--- config.mk ---
export PLATFORM = sky130hd
export DESIGN_NAME = life_automaton_generation_flat
export DESIGN_NICKNAME = d
export VERILOG_FILES = /design/src/design/lag_pkg.sv /design/src/design/lag_if.sv /design/src/design/life_automaton_generation.sv /design/src/design/lag_line_store.sv /design/src/design/lag_cell_eval.sv /design/src/flat_wrapper.sv
export SDC_FILE = /design/constraint.sdc
export NUM_CORES = 1
export LEC_CHECK = 0
export ABC_AREA = 1
export BUFFER_PORTS_ARGS = -buffer_cell sky130_fd_sc_hd__buf_4
export CAP_MARGIN = 20
export CORE_MARGIN = 2
export CORE_UTILIZATION = 25
export DETAILED_ROUTE_END_ITERATION = 7
export HOLD_SLACK_MARGIN = 0.02
export MAX_ROUTING_LAYER = met4
export PLACE_DENSITY = 0.36
export SETUP_SLACK_MARGIN = 0.5
export SYNTH_ARGS = -nofsm -noshare
export SYNTH_HDL_FRONTEND = slang
export SYNTH_SLANG_ARGS = --single-unit
--- constraint.sdc ---
create_clock -name clk_i -period 9.2 [get_ports clk_i]
set_clock_uncertainty 0.15 [all_clocks]
set_input_delay 2.3 -clock clk_i [delete_from_list [all_inputs] [get_ports clk_i]]
set_output_delay 2.3 -clock clk_i [all_outputs]
set_load 0.01 [all_outputs]
--- src/design/lag_pkg.sv ---
// Package: shared constants, types and control structs of the Life generation block.
`default_nettype none

package lag_pkg;

  localparam int unsigned LAG_MAX_SIDE  = 32;
  localparam int unsigned LAG_MIN_SIDE  = 3;
  localparam int unsigned CFG_W         = 6;
  localparam int unsigned POS_W         = 5;
  localparam int unsigned COUNT_W       = 4;
  localparam int unsigned BIRTH_COUNT   = 3;
  localparam int unsigned SURVIVE_COUNT = 2;

  // Per-item sequencing: own cell, row-end cell, last-row flush.
  typedef enum logic [2:0] {
    ST_CELL  = 3'b001,
    ST_EDGE  = 3'b010,
    ST_FLUSH = 3'b100
  } lag_step_e;

  typedef struct packed {
    logic write;
    logic rotate;
    logic clear;
  } lag_store_cmd_t;

endpackage

`default_nettype wire

--- src/design/lag_if.sv ---
// Interfaces: cell input, result output and configuration write channels.
`default_nettype none

interface lag_cell_if import lag_pkg::*; ();
  logic valid;
  logic ready;
  logic cell_alive;

  modport source (output valid, output cell_alive, input ready);
  modport sink (input valid, input cell_alive, output ready);
endinterface

interface lag_result_if import lag_pkg::*; ();
  logic             valid;
  logic             ready;
  logic             next_alive;
  logic [POS_W-1:0] out_row;
  logic [POS_W-1:0] out_col;
  logic             run_last;
  logic             frame_end;

  modport source (output valid, output next_alive, output out_row, output out_col,
                  output run_last, output frame_end, input ready);
  modport sink (input valid, input next_alive, input out_row, input out_col,
                input run_last, input frame_end, output ready);
endinterface

interface lag_cfg_if import lag_pkg::*; ();
  logic             valid;
  logic             ready;
  logic [CFG_W-1:0] side_length;

  modport source (output valid, output side_length, input ready);
  modport sink (input valid, input side_length, output ready);
endinterface

`default_nettype wire

--- src/design/life_automaton_generation.sv ---
// Top level: streamed one-generation Life engine with input and result registers.
//
//  channel   dir  payload                                          transaction
//  cell_i    in   cell_alive                                       valid & ready
//  result_o  out  next_alive, out_row, out_col, run_last, frame_end  valid & ready
//  cfg_i     in   side_length                                      valid & ready
//
// One cell per cycle unless the result stalls; a row end adds an edge step, the frame end a flush.
// Each cycle of an item emits at most one transaction into the result register.
// Reset: side MAX_SIDE, counters and row stores cleared; a config write restarts the frame.
// A stalled result register holds the step that needs it; the input register
// still holds that item and takes no new cell meanwhile.
`default_nettype none

module life_automaton_generation import lag_pkg::*; #(
  parameter int unsigned MAX_SIDE = LAG_MAX_SIDE
) (
  input wire logic   clk_i,
  input wire logic   rst_ni,
  lag_cell_if.sink   cell_i,
  lag_cfg_if.sink    cfg_i,
  lag_result_if.source result_o
);

  localparam int unsigned COL_W = $clog2(MAX_SIDE);

  logic             in_valid_q, in_valid_d;
  logic             in_cell_q;
  logic [COL_W-1:0] row_q, row_d;
  logic [COL_W-1:0] col_q, col_d;
  logic [COL_W-1:0] flush_col_q, flush_col_d;
  logic [COL_W-1:0] side_m1_q, side_m1_d;
  lag_step_e        step_q, step_d;

  logic             out_valid_q;
  logic             out_alive_q;
  logic [POS_W-1:0] out_row_q, out_col_q;
  logic             out_run_last_q, out_frame_end_q;

  logic                in_accept, cfg_accept;
  logic                last_col, last_row, has_up;
  logic                emit_req, emit_run_last, emit_frame_end;
  logic [COL_W-1:0]    eval_col, emit_row;
  logic                use_lower_eff;
  logic                out_free, step_go, item_done;
  logic                eval_alive;
  logic [CFG_W-1:0]    side_clamped;
  lag_store_cmd_t      store_cmd;
  logic [MAX_SIDE-1:0] upper, middle, lower, lower_eff, lower_sel;

  assign in_accept  = cell_i.valid && cell_i.ready;
  assign cfg_accept = cfg_i.valid && cfg_i.ready;
  assign cfg_i.ready = 1'b1;

  assign last_col = (col_q == side_m1_q);
  assign last_row = (row_q == side_m1_q);
  assign has_up   = (row_q != '0);

  assign lower_eff = lower | (MAX_SIDE'(in_cell_q) << col_q);
  assign lower_sel = use_lower_eff ? lower_eff : lower;

  always_comb begin
    emit_req       = 1'b0;
    emit_run_last  = 1'b0;
    emit_frame_end = 1'b0;
    eval_col       = flush_col_q;
    emit_row       = row_q;
    use_lower_eff  = 1'b0;
    case (step_q)
      ST_CELL: begin
        emit_req      = has_up && (col_q != '0);
        emit_run_last = !last_col;
        eval_col      = col_q - COL_W'(1);
        emit_row      = row_q - COL_W'(1);
        use_lower_eff = 1'b1;
      end
      ST_EDGE: begin
        emit_req      = has_up;
        emit_run_last = !last_row;
        eval_col      = side_m1_q;
        emit_row      = row_q - COL_W'(1);
      end
      ST_FLUSH: begin
        emit_req       = 1'b1;
        emit_run_last  = (flush_col_q == side_m1_q);
        emit_frame_end = (flush_col_q == side_m1_q);
      end
      default: begin
        emit_req = 1'b0;
      end
    endcase
  end

  assign out_free = !out_valid_q || result_o.ready;
  assign step_go  = in_valid_q && (!emit_req || out_free);

  always_comb begin
    step_d      = step_q;
    row_d       = row_q;
    col_d       = col_q;
    flush_col_d = flush_col_q;
    item_done   = 1'b0;
    store_cmd   = '0;
    if (cfg_accept) begin
      step_d          = ST_CELL;
      row_d           = '0;
      col_d           = '0;
      flush_col_d     = '0;
      store_cmd.clear = 1'b1;
    end else if (step_go) begin
      case (step_q)
        ST_CELL: begin
          store_cmd.write = 1'b1;
          if (last_col) begin
            step_d = ST_EDGE;
          end else begin
            col_d     = col_q + COL_W'(1);
            item_done = 1'b1;
          end
        end
        ST_EDGE: begin
          store_cmd.rotate = 1'b1;
          if (last_row) begin
            step_d      = ST_FLUSH;
            flush_col_d = '0;
          end else begin
            step_d    = ST_CELL;
            row_d     = row_q + COL_W'(1);
            col_d     = '0;
            item_done = 1'b1;
          end
        end
        ST_FLUSH: begin
          if (flush_col_q == side_m1_q) begin
            step_d          = ST_CELL;
            row_d           = '0;
            col_d           = '0;
            store_cmd.clear = 1'b1;
            item_done       = 1'b1;
          end else begin
            flush_col_d = flush_col_q + COL_W'(1);
          end
        end
        default: begin
          step_d = ST_CELL;
        end
      endcase
    end
  end

  assign cell_i.ready = !in_valid_q || item_done;

  always_comb begin
    in_valid_d = in_valid_q;
    if (in_accept) begin
      in_valid_d = 1'b1;
    end else if (item_done) begin
      in_valid_d = 1'b0;
    end
  end

  always_comb begin
    side_clamped = cfg_i.side_length;
    if (cfg_i.side_length < CFG_W'(LAG_MIN_SIDE)) begin
      side_clamped = CFG_W'(LAG_MIN_SIDE);
    end else if (cfg_i.side_length > CFG_W'(MAX_SIDE)) begin
      side_clamped = CFG_W'(MAX_SIDE);
    end
    side_m1_d = cfg_accept ? COL_W'(side_clamped - CFG_W'(1)) : side_m1_q;
  end

  always_ff @(posedge clk_i or negedge rst_ni) begin
    if (!rst_ni) begin
      in_valid_q  <= 1'b0;
      step_q      <= ST_CELL;
      row_q       <= '0;
      col_q       <= '0;
      flush_col_q <= '0;
      side_m1_q   <= COL_W'(MAX_SIDE - 1);
      out_valid_q <= 1'b0;
    end else begin
      in_valid_q  <= in_valid_d;
      step_q      <= step_d;
      row_q       <= row_d;
      col_q       <= col_d;
      flush_col_q <= flush_col_d;
      side_m1_q   <= side_m1_d;
      if (step_go && emit_req) begin
        out_valid_q <= 1'b1;
      end else if (result_o.ready) begin
        out_valid_q <= 1'b0;
      end
    end
  end

  always_ff @(posedge clk_i) begin
    if (in_accept) begin
      in_cell_q <= cell_i.cell_alive;
    end
    if (step_go && emit_req) begin
      out_alive_q     <= eval_alive;
      out_row_q       <= POS_W'(emit_row);
      out_col_q       <= POS_W'(eval_col);
      out_run_last_q  <= emit_run_last;
      out_frame_end_q <= emit_frame_end;
    end
  end

  lag_line_store #(
    .MAX_SIDE (MAX_SIDE)
  ) u_store (
    .clk_i    (clk_i),
    .rst_ni   (rst_ni),
    .cmd_i    (store_cmd),
    .wr_col_i (col_q),
    .wr_bit_i (in_cell_q),
    .upper_o  (upper),
    .middle_o (middle),
    .lower_o  (lower)
  );

  lag_cell_eval #(
    .MAX_SIDE (MAX_SIDE)
  ) u_eval (
    .upper_i  (upper),
    .middle_i (middle),
    .lower_i  (lower_sel),
    .col_i    (eval_col),
    .alive_o  (eval_alive)
  );

  assign result_o.valid      = out_valid_q;
  assign result_o.next_alive = out_alive_q;
  assign result_o.out_row    = out_row_q;
  assign result_o.out_col    = out_col_q;
  assign result_o.run_last   = out_run_last_q;
  assign result_o.frame_end  = out_frame_end_q;

`ifndef SYNTH
  a_pos_in_grid: assert property (@(posedge clk_i) disable iff (!rst_ni)
    (row_q <= side_m1_q) && (col_q <= side_m1_q) && (flush_col_q <= side_m1_q))
    else $error("position counter beyond grid side");

  a_flush_on_last_row: assert property (@(posedge clk_i) disable iff (!rst_ni)
    (step_q == ST_FLUSH) |-> (last_row && last_col))
    else $error("row flush outside the frame's last cell");

  a_step_has_item: assert property (@(posedge clk_i) disable iff (!rst_ni)
    (step_q != ST_CELL) |-> in_valid_q)
    else $error("row-end step without a held cell");

  a_frame_end_closes: assert property (@(posedge clk_i) disable iff (!rst_ni)
    (out_valid_q && out_frame_end_q) |-> out_run_last_q)
    else $error("frame end result not marked as last of its transaction");

  a_no_overwrite: assert property (@(posedge clk_i) disable iff (!rst_ni)
    (out_valid_q && !result_o.ready) |=> (out_valid_q && $stable(out_row_q)
      && $stable(out_col_q)))
    else $error("held result overwritten");
`endif

endmodule

`default_nettype wire

--- src/design/lag_line_store.sv ---
// Three row line stores: upper, middle and the row being filled.
`default_nettype none

module lag_line_store import lag_pkg::*; #(
  parameter int unsigned MAX_SIDE = LAG_MAX_SIDE,
  localparam int unsigned COL_W = $clog2(MAX_SIDE)
) (
  input  wire logic                clk_i,
  input  wire logic                rst_ni,
  input  wire lag_store_cmd_t      cmd_i,
  input  wire logic [COL_W-1:0]    wr_col_i,
  input  wire logic                wr_bit_i,
  output logic      [MAX_SIDE-1:0] upper_o,
  output logic      [MAX_SIDE-1:0] middle_o,
  output logic      [MAX_SIDE-1:0] lower_o
);

  logic [MAX_SIDE-1:0] upper_q, middle_q, lower_q;

  always_ff @(posedge clk_i or negedge rst_ni) begin
    if (!rst_ni) begin
      upper_q  <= '0;
      middle_q <= '0;
      lower_q  <= '0;
    end else if (cmd_i.clear) begin
      upper_q  <= '0;
      middle_q <= '0;
      lower_q  <= '0;
    end else if (cmd_i.rotate) begin
      upper_q  <= middle_q;
      middle_q <= lower_q;
      lower_q  <= '0;
    end else if (cmd_i.write) begin
      lower_q[wr_col_i] <= wr_bit_i;
    end
  end

  assign upper_o  = upper_q;
  assign middle_o = middle_q;
  assign lower_o  = lower_q;

endmodule

`default_nettype wire

--- src/design/lag_cell_eval.sv ---
// Neighborhood count and Life rule for one column of the middle row.
`default_nettype none

module lag_cell_eval import lag_pkg::*; #(
  parameter int unsigned MAX_SIDE = LAG_MAX_SIDE,
  localparam int unsigned COL_W = $clog2(MAX_SIDE),
  localparam int unsigned PAD_W = $clog2(MAX_SIDE + 2)
) (
  input  wire logic [MAX_SIDE-1:0] upper_i,
  input  wire logic [MAX_SIDE-1:0] middle_i,
  input  wire logic [MAX_SIDE-1:0] lower_i,
  input  wire logic [COL_W-1:0]    col_i,
  output logic                     alive_o
);

  logic [MAX_SIDE+1:0] up_pad, mid_pad, low_pad;
  logic [PAD_W-1:0]    base;
  logic [2:0]          up_w, mid_w, low_w;
  logic [COUNT_W-1:0]  n;

  // Zero pad on both sides: cells off the grid are dead.
  assign up_pad  = {1'b0, upper_i, 1'b0};
  assign mid_pad = {1'b0, middle_i, 1'b0};
  assign low_pad = {1'b0, lower_i, 1'b0};
  assign base    = PAD_W'(col_i);

  assign up_w  = up_pad[base +: 3];
  assign mid_w = mid_pad[base +: 3];
  assign low_w = low_pad[base +: 3];

  assign n = COUNT_W'(up_w[0]) + COUNT_W'(up_w[1]) + COUNT_W'(up_w[2])
           + COUNT_W'(mid_w[0]) + COUNT_W'(mid_w[2])
           + COUNT_W'(low_w[0]) + COUNT_W'(low_w[1]) + COUNT_W'(low_w[2]);

  assign alive_o = (n == COUNT_W'(BIRTH_COUNT))
                || (mid_w[1] && (n == COUNT_W'(SURVIVE_COUNT)));

endmodule

`default_nettype wire
--- src/flat_wrapper.sv ---
// flat-port wrapper written by rule: the top's interface ports become plain ports
module life_automaton_generation_flat import lag_pkg::*;
#(
  parameter int unsigned MAX_SIDE = LAG_MAX_SIDE
)
  (clk_i, rst_ni, cell_i_valid, cell_i_cell_alive, cell_i_ready, cfg_i_valid, cfg_i_side_length, cfg_i_ready, result_o_valid, result_o_next_alive, result_o_out_row, result_o_out_col, result_o_run_last, result_o_frame_end, result_o_ready);
  lag_cell_if cell_i_i ();
  lag_cfg_if cfg_i_i ();
  lag_result_if result_o_i ();
  input wire logic clk_i;
  input wire logic rst_ni;
  input wire logic [$bits(cell_i_i.valid)-1:0] cell_i_valid;
  input wire logic [$bits(cell_i_i.cell_alive)-1:0] cell_i_cell_alive;
  output wire logic [$bits(cell_i_i.ready)-1:0] cell_i_ready;
  input wire logic [$bits(cfg_i_i.valid)-1:0] cfg_i_valid;
  input wire logic [$bits(cfg_i_i.side_length)-1:0] cfg_i_side_length;
  output wire logic [$bits(cfg_i_i.ready)-1:0] cfg_i_ready;
  output wire logic [$bits(result_o_i.valid)-1:0] result_o_valid;
  output wire logic [$bits(result_o_i.next_alive)-1:0] result_o_next_alive;
  output wire logic [$bits(result_o_i.out_row)-1:0] result_o_out_row;
  output wire logic [$bits(result_o_i.out_col)-1:0] result_o_out_col;
  output wire logic [$bits(result_o_i.run_last)-1:0] result_o_run_last;
  output wire logic [$bits(result_o_i.frame_end)-1:0] result_o_frame_end;
  input wire logic [$bits(result_o_i.ready)-1:0] result_o_ready;
  assign cell_i_i.valid = cell_i_valid;
  assign cell_i_i.cell_alive = cell_i_cell_alive;
  assign cell_i_ready = cell_i_i.ready;
  assign cfg_i_i.valid = cfg_i_valid;
  assign cfg_i_i.side_length = cfg_i_side_length;
  assign cfg_i_ready = cfg_i_i.ready;
  assign result_o_valid = result_o_i.valid;
  assign result_o_next_alive = result_o_i.next_alive;
  assign result_o_out_row = result_o_i.out_row;
  assign result_o_out_col = result_o_i.out_col;
  assign result_o_run_last = result_o_i.run_last;
  assign result_o_frame_end = result_o_i.frame_end;
  assign result_o_i.ready = result_o_ready;
  life_automaton_generation #(.MAX_SIDE(MAX_SIDE)) u_core (.clk_i(clk_i), .rst_ni(rst_ni), .cell_i(cell_i_i), .cfg_i(cfg_i_i), .result_o(result_o_i));
endmodule
---- Word-level counts from Yosys, hierarchy flattened ----
Index checks and enable logic that the tools add are counted.
storage, ports and cells
  memories ................................ 0
  output and inout port bits .............. 16
  word-level logic and storage cells ...... 135
  register bits after elaboration ......... 135
  bits in latches ......................... 0
  RAM bits ................................ 0
  bits in read-only memories .............. 0
operators by class
  shifts and indexed selects .............. 4
  div/mod/pow operators ................... 0
  reductions and logical operators ........ 29
  $lt $le $gt $ge ......................... 4
  add/sub/neg operators ................... 13
  multiply operators ...................... 0
  equal/unequal tests ..................... 14
  bitwise operators ....................... 1
  muxes and demuxes ....................... 54
operators with widths
  cell                                                                   number
  32-bit 2-to-1 mux                                                      8
  34-bit by 6-bit indexed part select with 3-bit output                  3
  5-bit 2-to-1 mux                                                       15
  32-bit bitwise mux                                                     1
  32-bit bitwise OR                                                      1
  1-bit by 5-bit << shifter with 32-bit output                           1
  5-bit case mux with 2 select lines                                     3
  3-bit 2-to-1 mux                                                       6
  4-bit by 1-bit adder with 4-bit output                                 4
  5-bit by 1-bit adder with 5-bit output, second input constant          3
  5-bit equality test                                                    3
  5-bit case mux with 3 select lines                                     1
  5-bit by 1-bit subtractor with 5-bit output, second input constant     3
  1-bit 2-to-1 mux                                                       14
  5-bit nonzero test                                                     2
  3-bit by 2-bit != test with 1-bit output, second input constant        3
  3-bit != test, second input constant                                   3
  1-bit case mux with 3 select lines                                     3
  3-bit case mux with 3 select lines                                     1
  4-bit by 2-bit equality test with 1-bit output, second input constant  2
  4-bit AND reduction                                                    2
  2-bit nonzero test                                                     4
  6-bit > comparator, second input constant                              1
  1-bit logical AND                                                      6
  other kinds (18)                                                       26

---- Logic depth before layout (Yosys ltp) ----
  word-level depth ........................ 13
  depth in mapped cells ................... 28
  mapped depth without buffers ............ 25

---- Modules after synthesis ----
Synthesis repeated with hierarchy kept, for this count alone.
unflattened totals
  cell total of the unflattened synthesis .. 1430
  area, all modules ....................... 9824.4 um^2
by module, submodules not included
  module                     times used  area an instance (um^2)  cells each  seq. area each (um^2)
  lag_line_store             1           4211.5                   497         2402.3
  life_automaton_generation  1           2951.6                   396         1053.5
  lag_cell_eval              1           2661.3                   537         0.0

---- Worst setup path after synthesis ----
No wires, ideal clock.
  path type ............................... input to output
  start ................................... input port cfg_i_valid
  end ..................................... output port cell_i_ready
  setup slack ............................. 4.008 ns
  buffers on the path ..................... 0
  arrival ................................. 2.742 ns
  cell stages on the path ................. 3
  required time ........................... 6.750 ns
  cell sequence ........................... clkinv_1 > nand3_1 > nand2_1
between the ends
  cells in the longest elaborated chain, start to end .. 2
RTL lines
  what              RTL line                          text
  start, declared   flat_wrapper.sv:15                input wire logic [$bits(cfg_i_i.valid)-1:0] cfg_i_valid;
  1-bit 2-to-1 mux  life_automaton_generation.sv:104  if (cfg_accept) begin
  1-bit logical OR  life_automaton_generation.sv:151  assign cell_i.ready = !in_valid_q || item_done;
  end, declared     flat_wrapper.sv:14                output wire logic [$bits(cell_i_i.ready)-1:0] cell_i_ready;
Every way passes these cells.

---- Worst setup path after layout ----
  start ................................... register u_core.col_q[0]
  end ..................................... register u_core.out_alive_q (netlist: u_core.result_o.next_alive) (data pin)
between the ends
  cells in the longest elaborated chain, start to end .. 13
  elaborated cells between the ends (all ways) .. 19
  those cells by class .................... 8 x add/sub; 2 x eq/ne; 4 x shift; 2 x mux; 1 x bitwise; 2 x reduce/logical
RTL lines
  what                                                   RTL line                          text
  start, declared                                        life_automaton_generation.sv:30   logic [COL_W-1:0] col_q, col_d;
  start signal, assigned                                 life_automaton_generation.sv:185  col_q <= col_d;
  5-bit by 1-bit subtractor with 5-bit output            life_automaton_generation.sv:73   eval_col = col_q - COL_W'(1);
  5-bit case mux with 2 select lines                     life_automaton_generation.sv:69   case (step_q)
  34-bit by 6-bit indexed part select with 3-bit output  lag_cell_eval.sv:27               assign up_w = up_pad[base +: 3];
  1-bit by 1-bit adder with 2-bit output                 lag_cell_eval.sv:31               assign n = COUNT_W'(up_w[0]) + COUNT_W'(up_w[1]) + COUNT_W'(up_w[2])
  2-bit by 1-bit adder with 3-bit output                 lag_cell_eval.sv:31
  3-bit by 1-bit adder with 4-bit output                 lag_cell_eval.sv:32               + COUNT_W'(mid_w[0]) + COUNT_W'(mid_w[2])
  4-bit by 1-bit adder with 4-bit output                 lag_cell_eval.sv:32
  4-bit by 1-bit adder with 4-bit output (3 in a row)    lag_cell_eval.sv:33               + COUNT_W'(low_w[0]) + COUNT_W'(low_w[1]) + COUNT_W'(low_w[2]);
  4-bit by 2-bit equality test with 1-bit output         lag_cell_eval.sv:36               || (mid_w[1] && (n == COUNT_W'(SURVIVE_COUNT)));
  1-bit logical AND                                      lag_cell_eval.sv:36
  1-bit logical OR *                                     lag_cell_eval.sv:36
  named net u_core.eval_alive                            life_automaton_generation.sv:46   logic eval_alive;
  end signal, assigned                                   life_automaton_generation.sv:201  out_alive_q <= eval_alive;
  end, declared                                          life_automaton_generation.sv:36   logic out_alive_q;
The timed path passes the listed nets; every way through them passes the cells marked *.
A chain may end at the register's enable or synchronous reset.

==> results.yml <==
sta:
  max-slew-margin-rel_pct: 38.33
  rsz0062_at_grt: "no"
  worst_hold_slack_ps: 380.4
  tns_ps: 0
  worst_pin_slew_ps: 925.1
  maxSlewViolCount: 0
  period_minus_slack_ps: 6753
  period_share_pct: 73.40
  setup_viol: 0
  fmax_ghz: 0.1481
  hold_viol_final: 0
setup_path:
  reg2reg_slack_ps: 2450
  crit_path_max_fanout: 59
  crit_arrival_ps: 6920
  r2r-end: "u_core.result_o.next_alive"
  criticalPathCategory: "reg2reg"
  r2r.worst_path.cells: 23
  startpoint: "u_core.col_q[0]"
  critical_path.startpoint_type: "flip-flop"
  endpoint: "u_core.result_o.next_alive"
  cp-end-kind: "flip-flop"
  cp.required_ps: 9360
  worstReg2RegStart: "u_core.col_q[0]"
clocking:
  cts_hold_buffers: 0
  clock_latency_ps: 440
  cts_resized: 0
  cts_buffer_depth: 2
  clkTransAtPathRegs_ps: 70
  cts_tree: "done"
  cts-root-buf: "clkbuf_16"
  cts_buffers: 17
  cts_max_level: 4
  clkSinkCount: 135
  postCtsSetupRepairBufs: 0
die:
  coreArea_sq_um: 38740
  die_y_um: 202.2
  dieArea_sq_um: 40900
  ioPinCount: 28
  rows: 72
  start_util_pct: 25.36
  die_width_um: 202.2
placement:
  placed_cells_incl_taps: 1869
  dpl.hpwl_mm: 25.71
  placed_area_sq_um: 10290
  io_buffers: 26
  gp_routability_congestion: 0.8290
logic_synthesis:
  yosys-top-cells-area: "dfrtp_1 (29%), nand2_1 (13%), nand3_1 (5.7%)"
  netlist_area_sq_um: 9824
  ys_seq_area_share_pct: 35.18
  synth_cells: 1403
  synth_top_cell_by_area: "dfrtp_1"
  syn-mean-instance-area_sq_um: 7.002
  synth-edff-count: 14
  synthArstFlopShare_pct: 89.63
  syn_nets: 1431
  synthFlopType: "dfrtp_1"
  ys_types: 47
  yosysTopAreaCellShare_pct: 29.29
  synth-seq-cells: 135
  synth_warnings: 0
global_route:
  grt-ovfl-total: 0
  grt_max_degree: 98
  grt_pass1_vias: 9063
  grt_pass1_wl_mm: 57.06
  grtUsageTotal_pct: 18.81
  antenna_found_initial: 0
finish:
  diodes: 0
  drive_gt1_share_pct: 11.42
  nNetsFinal: 1398
  fin_cells: 1901
  stdcell_area_sq_um: 10850
  syn2layout_area_growth_pct: 10.47
route:
  wl_per_cell_um: 19.15
  vias_per_cell: 4.914
  antenna_left: 0
  drc: 0
  vias: 9341
  drt_pass1_iterations: 5
  wl_mm: 36.41
  drt_iter0_drc: 679
job:
  cap_viol_max_count: 0
run_status:
  status: "complete, no violations"
worst_hold_path:
  hold_class: "reg2reg"
## state kept, by name, summed over array words and instances, names as in the netlist
signal                      flops
u_core.result_o.next_alive      1
u_core.in_cell_q                1
u_core.col_q                    5
u_core.result_o.out_row         5
u_core.result_o.frame_end       1
u_core.result_o.run_last        1
u_core.row_q                    5
u_core.u_store.middle_o        32
u_core.in_valid_q               1
u_core.u_store.lower_o         32
u_core.step_q                   3
u_core.result_o.out_col         5
u_core.result_o.valid           1
u_core.side_m1_q                5
u_core.u_store.upper_o         32
u_core.flush_col_q              5
## how the worst min path moves through the flow
stage                            endpoint  cells past startpoint                       start  slack (ps)
2_1_floorplan   u_core.u_store.upper_o[7]                      2   u_core.u_store.upper_o[7]         320
3_5_place_dp   u_core.u_store.upper_o[25]                      2  u_core.u_store.upper_o[25]         370
4_1_cts        u_core.u_store.upper_o[25]                      2  u_core.u_store.upper_o[25]         380
6_report       u_core.u_store.upper_o[25]                      2  u_core.u_store.upper_o[25]         380
3_3_place_gp   u_core.u_store.upper_o[10]                      2  u_core.u_store.upper_o[10]         360
5_1_grt        u_core.u_store.upper_o[14]                      2  u_core.u_store.upper_o[14]         420
## per-layer routing
| layer | global-route usage [%] | part of all wire, % |
|---|---|---|
| met1 | 27.72 | 53 |
| met2 | 26.58 | 43 |
| met3 | 2.983 | 2.9 |
| met4 | 4.745 | 1.5 |
| met5 | - | 0 |
## stage by stage
stage | utilization, % | setup WS, ps
after global routing | 28.02 | 1898
after floorplan | - | 4008
final | 28.02 | 2447
after detailed placement | 26.56 | 2554
after global placement | 26.56 | 2730
after CTS | 28.02 | 2527
## area by class of cell
| class | instances | area, sq um |
|---|---|---|
| fill | 4376 | 27880 |
| multi-input combinational | 1043 | 5384 |
| sequential | 135 | 3456 |
| tap | 518 | 648.1 |
| inverter | 134 | 505.5 |
| clock buffer | 18 | 439.2 |
| timing repair buffer | 39 | 296.5 |
| clock inverter | 14 | 123.9 |
## kinds of logic (layout without fill, tap and decap cells)
logic type / after synthesis / in the layout / share of synthesized area (%)
compound gates: 366 / 366 / 22.17
flops: 135 / 135 / 35.18
other cells: 1 / 1 / 0.03817
buf+inv: 225 / 205 / 10.53
simple gates: 643 / 643 / 28.22
xor+xnor: 17 / 17 / 1.516
fa+ha+maj: 16 / 16 / 2.343
## placed cells by master (no fill, tap or decap), drive strengths merged
cell type,n
a211oi,1
a21oi,147
a31oi,2
a32o,1
and2,1
buf,39
bufinv,1
clkbuf,18
clkinv,8
clkinvlp,4
conb,1
dfrtp,115
dfstp,6
edfxtp,14
fa,4
ha,12
inv,135
nand2,357
nand3,116
nand3b,1
nand4,38
nor2,112
nor3,8
nor3b,4
nor4,2
o211ai,46
o21ai,151
o21bai,16
o311ai,1
o31ai,1
or2,4
xnor2,5
xor2,12
## synthesized netlist by cell type (all sizes together) (5+ instances only)
cell type  number
clkbuf         34
dfstp           6
buf            57
o211ai         46
nand2         357
ha             12
nand3         116
a21oi         147
nor3            8
inv           132
dfrtp         115
nor2          112
xor2           12
o21bai         16
xnor2           5
nand4          38
o21ai         151
edfxtp         14
## critical path, stage by stage (launching register included)
cell and delay [ps]:
dfrtp_1 500, inv_1 270, nand4_1 760, nand3_4 790, buf_4 540, nand2_1 120, o21ai_0 160, nand2_1 90
o211ai_1 100, nand3_1 120, nand3_1 90, nand2_1 90, fa_1 530, inv_1 50, fa_1 500, fa_1 540
inv_1 40, ha_1 210, fa_1 380, xnor2_1 140, nand3_1 100, nor3b_1 180, nand2_1 70, nand2_1 70
Power is not shown: default switching activity piles up to over one toggle a cycle in this logic, so the estimate is an artifact.
